===== src/sv/tvc_pkg.sv =====
// Package for the terrain vertex color pipeline: payload structs, fixed-point
// constants (Q16, 1.0 = 65536) and the shared rounding and clamping helpers.
// No dependencies.
package tvc_pkg;

  typedef struct packed {
    logic signed [15:0] height_m;
    logic signed [15:0] normal_up;
    logic signed [15:0] noise_val;
  } vertex_t;

  typedef struct packed {
    logic [15:0] red;
    logic [15:0] green;
    logic [15:0] blue;
  } color_t;

  typedef logic [15:0] chan_t;
  typedef chan_t [2:0] rgb_t;     // index 0 is red
  typedef logic [16:0] frac_t;    // 0 .. 1.0 inclusive in Q16

  localparam frac_t ONE  = 17'd65536;
  localparam frac_t HALF = 17'd32768;

  // Altitude and dryness coefficients.
  localparam logic signed [16:0] ALT_OFS    = 17'sd1024;
  localparam logic [18:0]        ALT_SCALE  = 19'd279620;
  localparam logic [11:0]        ALT_NOISE  = 12'd3932;
  localparam logic [14:0]        DRY_ALT    = 15'd26214;
  localparam logic [12:0]        ROCK_NOISE = 13'd6554;
  localparam logic [11:0]        SNOW_NOISE = 12'd3277;

  // Smoothstep lower edges and reciprocal widths.
  localparam frac_t       ROCK_E0    = 17'd22282;
  localparam logic [18:0] ROCK_RCP   = 19'd252062;
  localparam frac_t       SCREE_A_E0 = 17'd29491;
  localparam logic [18:0] SCREE_RCP  = 19'd218453;
  localparam frac_t       SCREE_S_E0 = 17'd11796;
  localparam frac_t       SNOW_A_E0  = 17'd48497;
  localparam logic [18:0] SNOW_A_RCP = 19'd297891;
  localparam frac_t       SNOW_S_E0  = 17'd27525;
  localparam logic [18:0] SNOW_S_RCP = 19'd273067;

  function automatic rgb_t mk_rgb(input chan_t r, input chan_t g, input chan_t b);
    rgb_t c;
    c[0] = r;
    c[1] = g;
    c[2] = b;
    return c;
  endfunction

  localparam rgb_t COL_GRASS  = mk_rgb(16'd10486, 16'd20972, 16'd5898);
  localparam rgb_t COL_MEADOW = mk_rgb(16'd22282, 16'd26214, 16'd10486);
  localparam rgb_t COL_DIRT   = mk_rgb(16'd22282, 16'd16384, 16'd9830);
  localparam rgb_t COL_ROCK   = mk_rgb(16'd22282, 16'd20316, 16'd18350);
  localparam rgb_t COL_SCREE  = mk_rgb(16'd36700, 16'd34734, 16'd32113);
  localparam rgb_t COL_SNOW   = mk_rgb(16'd60293, 16'd61604, 16'd64225);

  // Every blend stays between its two end colors, so all channels stay here.
  localparam chan_t CH_MIN = 16'd5898;
  localparam chan_t CH_MAX = 16'd64225;

  // Round to nearest, ties toward +infinity, then drop 16 fraction bits.
  function automatic logic signed [39:0] rnd16(input logic signed [39:0] v);
    return (v + 40'sd32768) >>> 16;
  endfunction

  function automatic frac_t sat01(input logic signed [39:0] v);
    frac_t r;
    if (v < 0) begin
      r = '0;
    end else if (v > 40'sd65536) begin
      r = ONE;
    end else begin
      r = v[16:0];
    end
    return r;
  endfunction

endpackage


===== src/sv/tvc_sstep.sv =====
// Four-stage smoothstep unit: scale, clamp and square, cubic product, round.
// The edge and reciprocal inputs are driven by constants from tvc_pkg.
module tvc_sstep (
  input  logic               clk_i,
  input  logic signed [18:0] x_i,
  input  tvc_pkg::frac_t     e0_i,
  input  logic [18:0]        recip_i,
  output tvc_pkg::frac_t     f_o
);
  import tvc_pkg::*;

  logic signed [19:0] diff;
  logic signed [39:0] p_d, p_q;
  frac_t              t_d, t_q;
  logic [33:0]        tt_d, tt_q;
  logic [33:0]        t2w;
  logic [17:0]        k;
  logic [34:0]        p2_d, p2_q;
  logic [34:0]        fw;
  frac_t              f_d, f_q;

  assign diff = 20'(x_i) - $signed({3'b000, e0_i});
  assign p_d  = diff * $signed({1'b0, recip_i});

  assign t_d  = sat01(rnd16(p_q));
  assign tt_d = t_d * t_d;

  assign t2w  = (tt_q + 34'd32768) >> 16;
  assign k    = 18'd196608 - {t_q, 1'b0};
  assign p2_d = t2w[16:0] * k;

  assign fw   = (p2_q + 35'd32768) >> 16;
  assign f_d  = fw[16:0];

  always_ff @(posedge clk_i) begin
    p_q  <= p_d;
    t_q  <= t_d;
    tt_q <= tt_d;
    p2_q <= p2_d;
    f_q  <= f_d;
  end

  assign f_o = f_q;

endmodule


===== config.mk =====
export PLATFORM = sky130hd
export DESIGN_NAME = tvc_sstep
export DESIGN_NICKNAME = d
export VERILOG_FILES = /design/src/sv/tvc_pkg.sv /design/src/sv/tvc_sstep.sv
export SDC_FILE = /design/constraint.sdc
export NUM_CORES = 2
export LEC_CHECK = 0
export CORE_MARGIN = 3
export CORE_UTILIZATION = 42
export CTS_BUF_LIST = sky130_fd_sc_hd__clkbuf_8
export CTS_CLUSTER_DIAMETER = 50
export CTS_CLUSTER_SIZE = 40
export DETAILED_ROUTE_END_ITERATION = 7
export DONT_BUFFER_PORTS = 1
export PLACE_DENSITY_LB_ADDON = 0.1
export SYNTH_ARGS = -nofsm -noshare
export SYNTH_HDL_FRONTEND = slang
export SYNTH_SLANG_ARGS = --single-unit

===== constraint.sdc =====
create_clock -name clk_i -period 12.95 [get_ports clk_i]
set_input_delay 2.59 -clock clk_i [delete_from_list [all_inputs] [get_ports clk_i]]
set_output_delay 2.59 -clock clk_i [all_outputs]
set_load 0.1 [all_outputs]

==> run metrics <==
first-pass GRT wire length 141 mm; die area 0.0860 sq mm; setup TNS 0 ns; min Tclk post-route 12.07 ns; Initial Util 42.7%; outcome finished, final reports clean; largest stage delay on the critical path 0.53 ns; CP Buf/Inv Count 9; Crit. End Element flip-flop; dpl cells 4888; H-tree levels 3; # IOs 73; CP required 13.28 ns; sequential fraction of the synthesis area 5.49%; fin crit share 93.2%; crit path kind in2reg; Yosys warning count 0; Vias/cell 4.82; hold violation total from the final report 0; grt total ovfl 0; antenna violations before repair 0; maximum number of pins on one net before global-route repair 40; family with the most delay on the worst path adder cells; HPWL after DPL 70.1 mm; antenna-violating nets left 0; ys async rst share 0%; syn avg cell area 8.98 sq um; Yosys top cell by area fa_1; DR vias 23700; drt wl/cell 16.8 um; # fillers 8201; mapped cell area 0.0346 sq mm; standard-cell rows 104; fin cells 4905; Pre-Repair DR Iteration Count 5; Yosys cell types 74; Num CTS Buffers 9; total core area 0.0811 sq mm; Final Routed Wirelength 82.3 mm; synth-to-layout area growth 4.88%; CTS Root Cell clkbuf_8; Routed met3 length 2.81 mm; most common flop cell mapped by yosys dfxtp_1; share of layout cells above drive strength 1 3.12%; vias in the first global route 26600; Routed met2 length 39.7 mm; Post-synth EDFFs 0; share of the synthesized area in the top cell type 46.7%; WP data arrival 12.39 ns; Fin Clk Skew 0.0276 ns; Post-CTS Setup Repair Bufs 0; port bufs 0; setup violators final 0; cts hold-fix bufs 0; Synth Instances 3858; FMAX 0.0829 GHz; Max-Cap Viols 0; CTS Buffer Depth 2; clock transition at the registers of the reported paths 0.10 ns; die width 293 um; # DRC 0; Die Ht 293 um; clock latency on the worst-skew pair 0.45 ns; CTS Sinks 95; final net count 5028; CTS resizes 0; DR top layer met4; GRT Resource Usage Total 20.8%; Startpoint Class primary input; Slew HR 34.1%; flip-flop and latch count after synthesis 95; Crit Path Max Fanout 7; Slew Viols, Final 0; RSZ-0062 raised after global routing false; critical path's slowest cell fa_1; Area contributors post-synth fa_1, ha_1, inv_1; Least-Margin Pin Slew 0.986 ns; Tightest Hold Check Type reg2reg; Detailed Route Iter0 Violations 956; wire length on met1 38.3 mm; GP Congestion 0.821; CTS tree yes
-- Yosys cell counts, types with 37 or more instances --
cell type,count
a21oi_1,53
and2_1,172
clkbuf_1,103
dfxtp_1,95
fa_1,808
ha_1,325
inv_1,1036
nand2_1,508
nand3_1,47
nor2_1,177
nor2b_1,37
xnor2_1,120
xor2_1,59
-- logic make-up after synthesis --
family / synth area share, %
simple gates: 14.8
mux: 0.636
flops: 5.49
xor+xnor: 4.68
buf+inv: 12.5
fa+ha+maj: 58.4
compound gates: 3.42
other cells: 0.0217
-- sequential cells by signal, indices dropped and copies added (netlist names) --
register  flops
tt_q         19
p_q          25
f_o          17
p2_q         18
t_q          16
-- cell type report --
| type | count | area, sq um | share of cell area [%] |
|---|---|---|---|
| Multi-Input combinational cell | 2636 | 28500 | 78.5 |
| Timing Repair Buffer | 60 | 475 | 1.31 |
| Inverter | 1037 | 3890 | 10.7 |
| Sequential cell | 95 | 1900 | 5.23 |
| Antenna cell | 1 | 2.50 | 0.00689 |
| Clock inverter | 6 | 57.6 | 0.158 |
| Tap cell | 1060 | 1330 | 3.65 |
| Clock buffer | 10 | 138 | 0.379 |
-- routing by layer --
layer / vias to the layer above / GRT usage, %
met1: 12000 / 28.7
met2: 391 / 35.9
met5: - / 0
li1: 11200 / -
met4: 0 / 3.88
met3: 73 / 2.14
-- final timing paths --
check / startpoint / end / slack (ns) / cells past startpoint
worst max-delay path: x_i[0] / p_q[39] / 0.88 / 41
worst min-delay path: p2_q[21] / f_o[5] / 0.45 / 1
worst max register to register: p_q[15] / tt_q[32] / 2.47 / 31
worst min register to register: p2_q[21] / f_o[5] / 0.45 / 1
-- through the flow --
step | hold slack, ns | util, % | setup WS (ns) | cell area (sq um)
2_1_floorplan | 0.409 | - | 0.977 | 34700
3_3_place_gp | 0.435 | 44.6 | 0.600 | 36100
3_5_place_dp | 0.422 | 44.6 | 0.481 | 36100
4_1_cts | 0.455 | 44.8 | 0.941 | 36300
5_1_grt | 0.472 | 44.8 | 0.217 | 36300
6_report | 0.452 | 44.8 | 0.882 | 36300
-- worst reg2reg max path, delay by kind of cell (launching register included) --
family	cells	cell delay (ns)
AO/OA/AOI/OAI	9	2.63
XOR/XNOR	2	0.46
adder cells (fa/ha/maj)	8	3.52
buffers and inverters	5	0.59
flip-flops	1	0.51
AND/OR/NAND/NOR	7	2.70
-- placed cells by master (no fill, tap or decap), drive strengths merged, types with 37 or more instances in the layout --
cell type  netlist  routed
buf              6      60
ha             325     325
nor2           179     179
inv           1036    1040
fa             808     808
xor2            60      60
and2           173     173
xnor2          121     121
nand2          508     508
dfxtp           95      95
nand3           48      48
a21oi           54      54
nor2b           37      37
Power is not shown: default switching activity piles up to over one toggle a cycle in this logic, so the estimate is an artifact.
