<file path="src/sv/tvc_pkg.sv">
// Package for the terrain vertex color pipeline: payload structs, fixed-point
// constants (Q16, 1.0 = 65536) and the shared rounding and clamping helpers.
// No dependencies.
package tvc_pkg;

  typedef struct packed {
    logic signed [15:0] height_m;
    logic signed [15:0] normal_up;
    logic signed [15:0] noise_val;
  } vertex_t;

  typedef struct packed {
    logic [15:0] red;
    logic [15:0] green;
    logic [15:0] blue;
  } color_t;

  typedef logic [15:0] chan_t;
  typedef chan_t [2:0] rgb_t;     // index 0 is red
  typedef logic [16:0] frac_t;    // 0 .. 1.0 inclusive in Q16

  localparam frac_t ONE  = 17'd65536;
  localparam frac_t HALF = 17'd32768;

  // Altitude and dryness coefficients.
  localparam logic signed [16:0] ALT_OFS    = 17'sd1024;
  localparam logic [18:0]        ALT_SCALE  = 19'd279620;
  localparam logic [11:0]        ALT_NOISE  = 12'd3932;
  localparam logic [14:0]        DRY_ALT    = 15'd26214;
  localparam logic [12:0]        ROCK_NOISE = 13'd6554;
  localparam logic [11:0]        SNOW_NOISE = 12'd3277;

  // Smoothstep lower edges and reciprocal widths.
  localparam frac_t       ROCK_E0    = 17'd22282;
  localparam logic [18:0] ROCK_RCP   = 19'd252062;
  localparam frac_t       SCREE_A_E0 = 17'd29491;
  localparam logic [18:0] SCREE_RCP  = 19'd218453;
  localparam frac_t       SCREE_S_E0 = 17'd11796;
  localparam frac_t       SNOW_A_E0  = 17'd48497;
  localparam logic [18:0] SNOW_A_RCP = 19'd297891;
  localparam frac_t       SNOW_S_E0  = 17'd27525;
  localparam logic [18:0] SNOW_S_RCP = 19'd273067;

  function automatic rgb_t mk_rgb(input chan_t r, input chan_t g, input chan_t b);
    rgb_t c;
    c[0] = r;
    c[1] = g;
    c[2] = b;
    return c;
  endfunction

  localparam rgb_t COL_GRASS  = mk_rgb(16'd10486, 16'd20972, 16'd5898);
  localparam rgb_t COL_MEADOW = mk_rgb(16'd22282, 16'd26214, 16'd10486);
  localparam rgb_t COL_DIRT   = mk_rgb(16'd22282, 16'd16384, 16'd9830);
  localparam rgb_t COL_ROCK   = mk_rgb(16'd22282, 16'd20316, 16'd18350);
  localparam rgb_t COL_SCREE  = mk_rgb(16'd36700, 16'd34734, 16'd32113);
  localparam rgb_t COL_SNOW   = mk_rgb(16'd60293, 16'd61604, 16'd64225);

  // Every blend stays between its two end colors, so all channels stay here.
  localparam chan_t CH_MIN = 16'd5898;
  localparam chan_t CH_MAX = 16'd64225;

  // Round to nearest, ties toward +infinity, then drop 16 fraction bits.
  function automatic logic signed [39:0] rnd16(input logic signed [39:0] v);
    return (v + 40'sd32768) >>> 16;
  endfunction

  function automatic frac_t sat01(input logic signed [39:0] v);
    frac_t r;
    if (v < 0) begin
      r = '0;
    end else if (v > 40'sd65536) begin
      r = ONE;
    end else begin
      r = v[16:0];
    end
    return r;
  endfunction

endpackage

</file>
<file path="src/sv/tvc_blend.sv">
// Two-stage RGB blend c + round((b - c) * t): product stage, then rounded sum.
// Uses rgb_t, frac_t and rnd16 from tvc_pkg.
module tvc_blend (
  input  logic           clk_i,
  input  tvc_pkg::rgb_t  c_i,
  input  tvc_pkg::rgb_t  b_i,
  input  tvc_pkg::frac_t t_i,
  output tvc_pkg::rgb_t  c_o
);
  import tvc_pkg::*;

  logic signed [35:0] p_d [3];
  logic signed [35:0] p_q [3];
  rgb_t               c_q;
  rgb_t               res_d, res_q;

  always_comb begin
    logic signed [17:0] diff;
    logic signed [39:0] r;
    for (int ch = 0; ch < 3; ch++) begin
      diff      = $signed({2'b00, b_i[ch]}) - $signed({2'b00, c_i[ch]});
      p_d[ch]   = diff * $signed({1'b0, t_i});
      r         = rnd16(40'(p_q[ch]));
      // The blended value is known to lie in 0..65535, so a 16-bit add suffices.
      res_d[ch] = c_q[ch] + r[15:0];
    end
  end

  always_ff @(posedge clk_i) begin
    p_q   <= p_d;
    c_q   <= c_i;
    res_q <= res_d;
  end

  assign c_o = res_q;

endmodule

</file>
<file path="config.mk">
export PLATFORM = sky130hd
export DESIGN_NAME = tvc_blend
export DESIGN_NICKNAME = d
export VERILOG_FILES = /design/src/sv/tvc_pkg.sv /design/src/sv/tvc_blend.sv
export SDC_FILE = /design/constraint.sdc
export NUM_CORES = 2
export LEC_CHECK = 0
export BUFFER_PORTS_ARGS = -buffer_cell sky130_fd_sc_hd__buf_2
export CORE_UTILIZATION = 69
export CTS_CLUSTER_SIZE = 8
export DETAILED_ROUTE_END_ITERATION = 7
export HOLD_SLACK_MARGIN = 0.1
export PLACE_DENSITY = 0.85
export SETUP_SLACK_MARGIN = 0.1
export SLEW_MARGIN = 40
export SYNTH_ARGS = -nofsm -noshare
export SYNTH_HDL_FRONTEND = slang
export SYNTH_SLANG_ARGS = --single-unit
</file>
<file path="constraint.sdc">
create_clock -name clk_i -period 24.5 [get_ports clk_i]
set_input_delay 6.125 -clock clk_i [delete_from_list [all_inputs] [get_ports clk_i]]
set_output_delay 6.125 -clock clk_i [all_outputs]
set_load 0.03 [all_outputs]
</file>
==> report_table.html <==
<table>
<tr><th>Metric</th><th>Value</th></tr>
<tr><th colspan="2">Layout</th></tr>
<tr><td>Count of antenna diodes in the layout</td><td>0</td></tr>
<tr><td>Nets@finish</td><td>5247</td></tr>
<tr><td>Final core utilization</td><td>0.745</td></tr>
<tr><td>Fraction of layout instances using a drive strength above 1</td><td>0.0720</td></tr>
<tr><td>Area added between synthesis and finish</td><td>6.59%</td></tr>
<tr><th colspan="2">Worst hold path</th></tr>
<tr><td>Hold WC Path Type</td><td>reg2reg</td></tr>
<tr><th colspan="2">Placed design</th></tr>
<tr><td>Last weighted congestion value of the routability-driven placer</td><td>0.872</td></tr>
<tr><td>Quantity of I/O buffers inserted on ports</td><td>161</td></tr>
<tr><td>Post-DP HPWL</td><td>60.2 mm</td></tr>
<tr><td>Worst slack at placement</td><td>10.60 ns</td></tr>
<tr><th colspan="2">Job</th></tr>
<tr><td># Max-Cap Violations</td><td>0</td></tr>
<tr><th colspan="2">Drt</th></tr>
<tr><td>WL per Instance</td><td>17.4 µm</td></tr>
<tr><td>Routed wire length</td><td>82.1 mm</td></tr>
<tr><td>Via/cell ratio</td><td>5.65</td></tr>
<tr><td>Post-route DRC</td><td>0</td></tr>
<tr><td>Number of routed nets with antenna violations</td><td>0</td></tr>
<tr><td>DRT iter0 DRCs</td><td>1441</td></tr>
<tr><td>Total via count after detailed routing</td><td>26700</td></tr>
<tr><td>Number of iterations in the first detailed-routing pass</td><td>5</td></tr>
<tr><th colspan="2">Global routing</th></tr>
<tr><td>GR Util All Layers</td><td>0.340</td></tr>
<tr><td>Global-route wire length before repair</td><td>137 mm</td></tr>
<tr><td>Antenna violations before repair</td><td>2</td></tr>
<tr><td>Via count of the first global-routing pass</td><td>28800</td></tr>
<tr><td>Pin count of the biggest net entering global routing</td><td>54</td></tr>
<tr><td>GRT Residual Overflow</td><td>0</td></tr>
<tr><th colspan="2">Timing</th></tr>
<tr><td>Finish-stage setup viols</td><td>0</td></tr>
<tr><td>Final Critical Period</td><td>13.45 ns</td></tr>
<tr><td>Slew headroom</td><td>0.458</td></tr>
<tr><td>Max-slew violation count</td><td>0</td></tr>
<tr><td>Setup ws final</td><td>11.05 ns</td></tr>
<tr><td>Highest clock rate</td><td>74.3 MHz</td></tr>
<tr><td>Tightest Pin Transition</td><td>0.813 ns</td></tr>
<tr><td>Final clock skew</td><td>0.0249 ns</td></tr>
<tr><td>Period utilization</td><td>0.549</td></tr>
<tr><td>Total count of hold-check failures in the final report</td><td>0</td></tr>
<tr><td>Unrepaired setup endpoints after global routing</td><td>no</td></tr>
<tr><td>Final TNS setup</td><td>0 ns</td></tr>
<tr><th colspan="2">Clocking</th></tr>
<tr><td>Clk Latency, worst-skew pair</td><td>0.50 ns</td></tr>
<tr><td>Count of H-tree levels built during CTS</td><td>4</td></tr>
<tr><td>Post-CTS Resized</td><td>0</td></tr>
<tr><td>Buffer levels on the longest clock path</td><td>2</td></tr>
<tr><td>Setup Buffers After CTS</td><td>0</td></tr>
<tr><td>Sink count of the clock tree</td><td>147</td></tr>
<tr><td>CTS Buf Count</td><td>17</td></tr>
<tr><td>Clock tree from TritonCTS</td><td>built</td></tr>
<tr><td>Quantity of hold-fixing buffers added after cts</td><td>0</td></tr>
<tr><td>Reg clk slew, reported paths</td><td>0.07 ns</td></tr>
<tr><td>CTS root buf</td><td>clkbuf_16</td></tr>
<tr><th colspan="2">Worst setup path</th></tr>
<tr><td>Biggest cell delay along the critical path</td><td>0.57 ns</td></tr>
<tr><td>Critical path startpoint</td><td>b_i[0]</td></tr>
<tr><td>Critical Path Most Common Cell</td><td>fa_1</td></tr>
<tr><td>Flop-to-flop setup slack</td><td>21.04 ns</td></tr>
<tr><td>Worst setup path endpoint</td><td>p_q[102]</td></tr>
<tr><td>Req. time, crit path</td><td>24.88 ns</td></tr>
<tr><td>Maximum fanout count along the critical path</td><td>16</td></tr>
<tr><td>Crit path kind</td><td>in2reg</td></tr>
<tr><td>Max stage delay cell, worst path</td><td>nand2b_1</td></tr>
<tr><td>Depth of the worst register-to-register path</td><td>12</td></tr>
<tr><td>Source of the worst register-to-register timing path</td><td>p_q[51]</td></tr>
<tr><td>Startpoint Class</td><td>input port</td></tr>
<tr><td>Data arrival time of the critical path</td><td>13.83 ns</td></tr>
<tr><td>Reg-to-reg endpoint</td><td>c_o[30]</td></tr>
<tr><td>Crit path capture type</td><td>flop</td></tr>
<tr><th colspan="2">Floorplanning</th></tr>
<tr><td>Initial cell density of the core</td><td>0.699</td></tr>
<tr><td>Die Outline Area</td><td>51600 µm²</td></tr>
<tr><td>Placeable Area</td><td>50100 µm²</td></tr>
<tr><td>Top Ports</td><td>162</td></tr>
<tr><td>Chip Height</td><td>227 µm</td></tr>
<tr><td>Row Count</td><td>82</td></tr>
<tr><td>X dimension of the die</td><td>227 µm</td></tr>
<tr><th colspan="2">Yosys</th></tr>
<tr><td>Most used DFF post-synth</td><td>dfxtp_1</td></tr>
<tr><td>Share of async-settable or async-resettable flops after synthesis</td><td>0</td></tr>
<tr><td>Post-synthesis instance total</td><td>3951</td></tr>
<tr><td>Share of synthesized area occupied by flip-flops and latches</td><td>0.0841</td></tr>
<tr><td>Synthesized netlist net count</td><td>5157</td></tr>
<tr><td>Number of flops mapped to enable cells by yosys</td><td>0</td></tr>
<tr><td>Number of unique standard cell types used by synthesis</td><td>66</td></tr>
<tr><td>Synthesized area per cell</td><td>8.85 µm²</td></tr>
<tr><td>Synth warn</td><td>0</td></tr>
<tr><td>Count of state elements after synthesis</td><td>147</td></tr>
<tr><td>Netlist area before placement</td><td>35000 µm²</td></tr>
<tr><th colspan="2">Outcome</th></tr>
<tr><td>Result of the run</td><td>finished, final reports clean</td></tr>
</table>
==> layer usage <==
metal / global-route usage / part of all wire / wire (µm) / vias up
met2: 0.580 / 0.49 / 40700 / 1184
met4: 0.134 / 0.031 / 2530 / 2
met5: 0 / 0.00016 / 13 / -
met3: 0.0711 / 0.088 / 7240 / 222
met1: 0.423 / 0.39 / 31700 / 13300
li1: - / - / - / 12000
==> registers in the layout, indices dropped and copies added (netlist names) <==
name and count:
c_q 48, c_o 48, p_q 51
==> Yosys cell counts, types with 3 or more instances <==
| library cell | count | area share |
|---|---|---|
| nand4_1 | 16 | 0.0029 |
| inv_1 | 943 | 0.10 |
| nor2b_1 | 107 | 0.019 |
| a21boi_1 | 3 | 0.00064 |
| a31oi_1 | 11 | 0.0020 |
| nand2_1 | 525 | 0.056 |
| xnor2_1 | 133 | 0.033 |
| dfxtp_1 | 147 | 0.084 |
| fa_1 | 675 | 0.39 |
| xor2_1 | 42 | 0.011 |
| o31ai_1 | 6 | 0.0013 |
| o211ai_1 | 12 | 0.0026 |
| o21bai_1 | 19 | 0.0041 |
| a211oi_1 | 15 | 0.0032 |
| and2_1 | 239 | 0.043 |
| and4b_1 | 4 | 0.0011 |
| ha_1 | 417 | 0.15 |
| a211o_1 | 8 | 0.0020 |
| o21ai_0 | 30 | 0.0043 |
| clkbuf_1 | 137 | 0.015 |
| buf_2 | 3 | 0.00043 |
| o21ai_1 | 5 | 0.00072 |
| o2111ai_1 | 3 | 0.00075 |
| nand2b_1 | 30 | 0.0054 |
| o21a_1 | 15 | 0.0032 |
| nand3_1 | 48 | 0.0069 |
| a21o_1 | 38 | 0.0082 |
| or3_1 | 10 | 0.0018 |
| a2111oi_0 | 3 | 0.00075 |
| nor3b_1 | 4 | 0.00086 |
| or2_2 | 13 | 0.0023 |
| and3_1 | 27 | 0.0048 |
| a21oi_1 | 62 | 0.0089 |
| nor2_1 | 103 | 0.011 |
| and4_1 | 7 | 0.0018 |
| nor3_1 | 47 | 0.0067 |
| nand3b_1 | 3 | 0.00064 |
==> stage by stage <==
stage | cells | area [µm²] | hold slack, ns
3_5_place_dp | 4694 | 36600 | 0.457
4_1_cts | 4726 | 37200 | 0.473
2_1_floorplan | 3951 | 35000 | 0.432
5_1_grt | 4726 | 37300 | 0.477
3_3_place_gp | 4694 | 36600 | 0.456
6_report | 4726 | 37300 | 0.465
==> area by class of cell <==
class                   count  area (µm²)
fillers                  3589       12800
well taps                 672         841
inverters                 943        3540
clock buffers              17         425
flip-flops and latches    147        2940
repair buffers            211        1180
clock inverters            15         165
multi-input cells        2721       28200
==> worst min-delay path by stage <==
stage	from	to	depth (start not counted)	slack, ns
after floorplan	c_q[0]	c_o[0]	1	0.43
after CTS	c_q[0]	c_o[0]	1	0.47
after global routing	c_q[32]	c_o[32]	1	0.48
after detailed placement	c_q[0]	c_o[0]	1	0.46
after global placement	c_q[32]	c_o[32]	1	0.46
final	c_q[0]	c_o[0]	1	0.47
==> cells in the final DEF (no fill, tap or decap), drive strengths merged, types with 6 or more instances in the layout <==
cell type / count
a31oi: 11
dfxtp: 147
a21oi: 63
xnor2: 135
nor3: 47
and3: 27
a211oi: 17
buf: 211
a211o: 8
a21boi: 6
and2: 239
nand2b: 30
a21o: 38
nand3: 48
nand2: 525
o211ai: 12
or2: 13
o21ai: 37
or3: 10
o31ai: 7
ha: 417
nand4: 16
clkbuf: 17
o21bai: 19
clkinv: 6
o21a: 15
nor2: 103
and4: 7
fa: 675
xor2: 42
nor2b: 107
inv: 950
==> critical path, delay by kind of cell <==
kind            cells  cell delay (ns)
fa+ha+maj           9             3.76
compound gates     12             2.73
simple gates        3             0.81
buf+inv             4             0.24
xor+xnor            1             0.14
==> logic make-up (layout without fill, tap and decap cells) <==
kind of cell,Yosys count,in the layout,share of synthesized area
AO/OA/AOI/OAI,258,258,0.0515
XOR/XNOR,178,178,0.0454
adder cells (fa/ha/maj),1092,1092,0.535
buffers and inverters,1083,1186,0.116
flip-flops,147,147,0.0841
multiplexers,2,2,0.000572
AND/OR/NAND/NOR,1191,1191,0.167
Power is left out: the tool's default activity adds up to more than one toggle a clock period on the data nets, which glitch-free logic cannot reach.
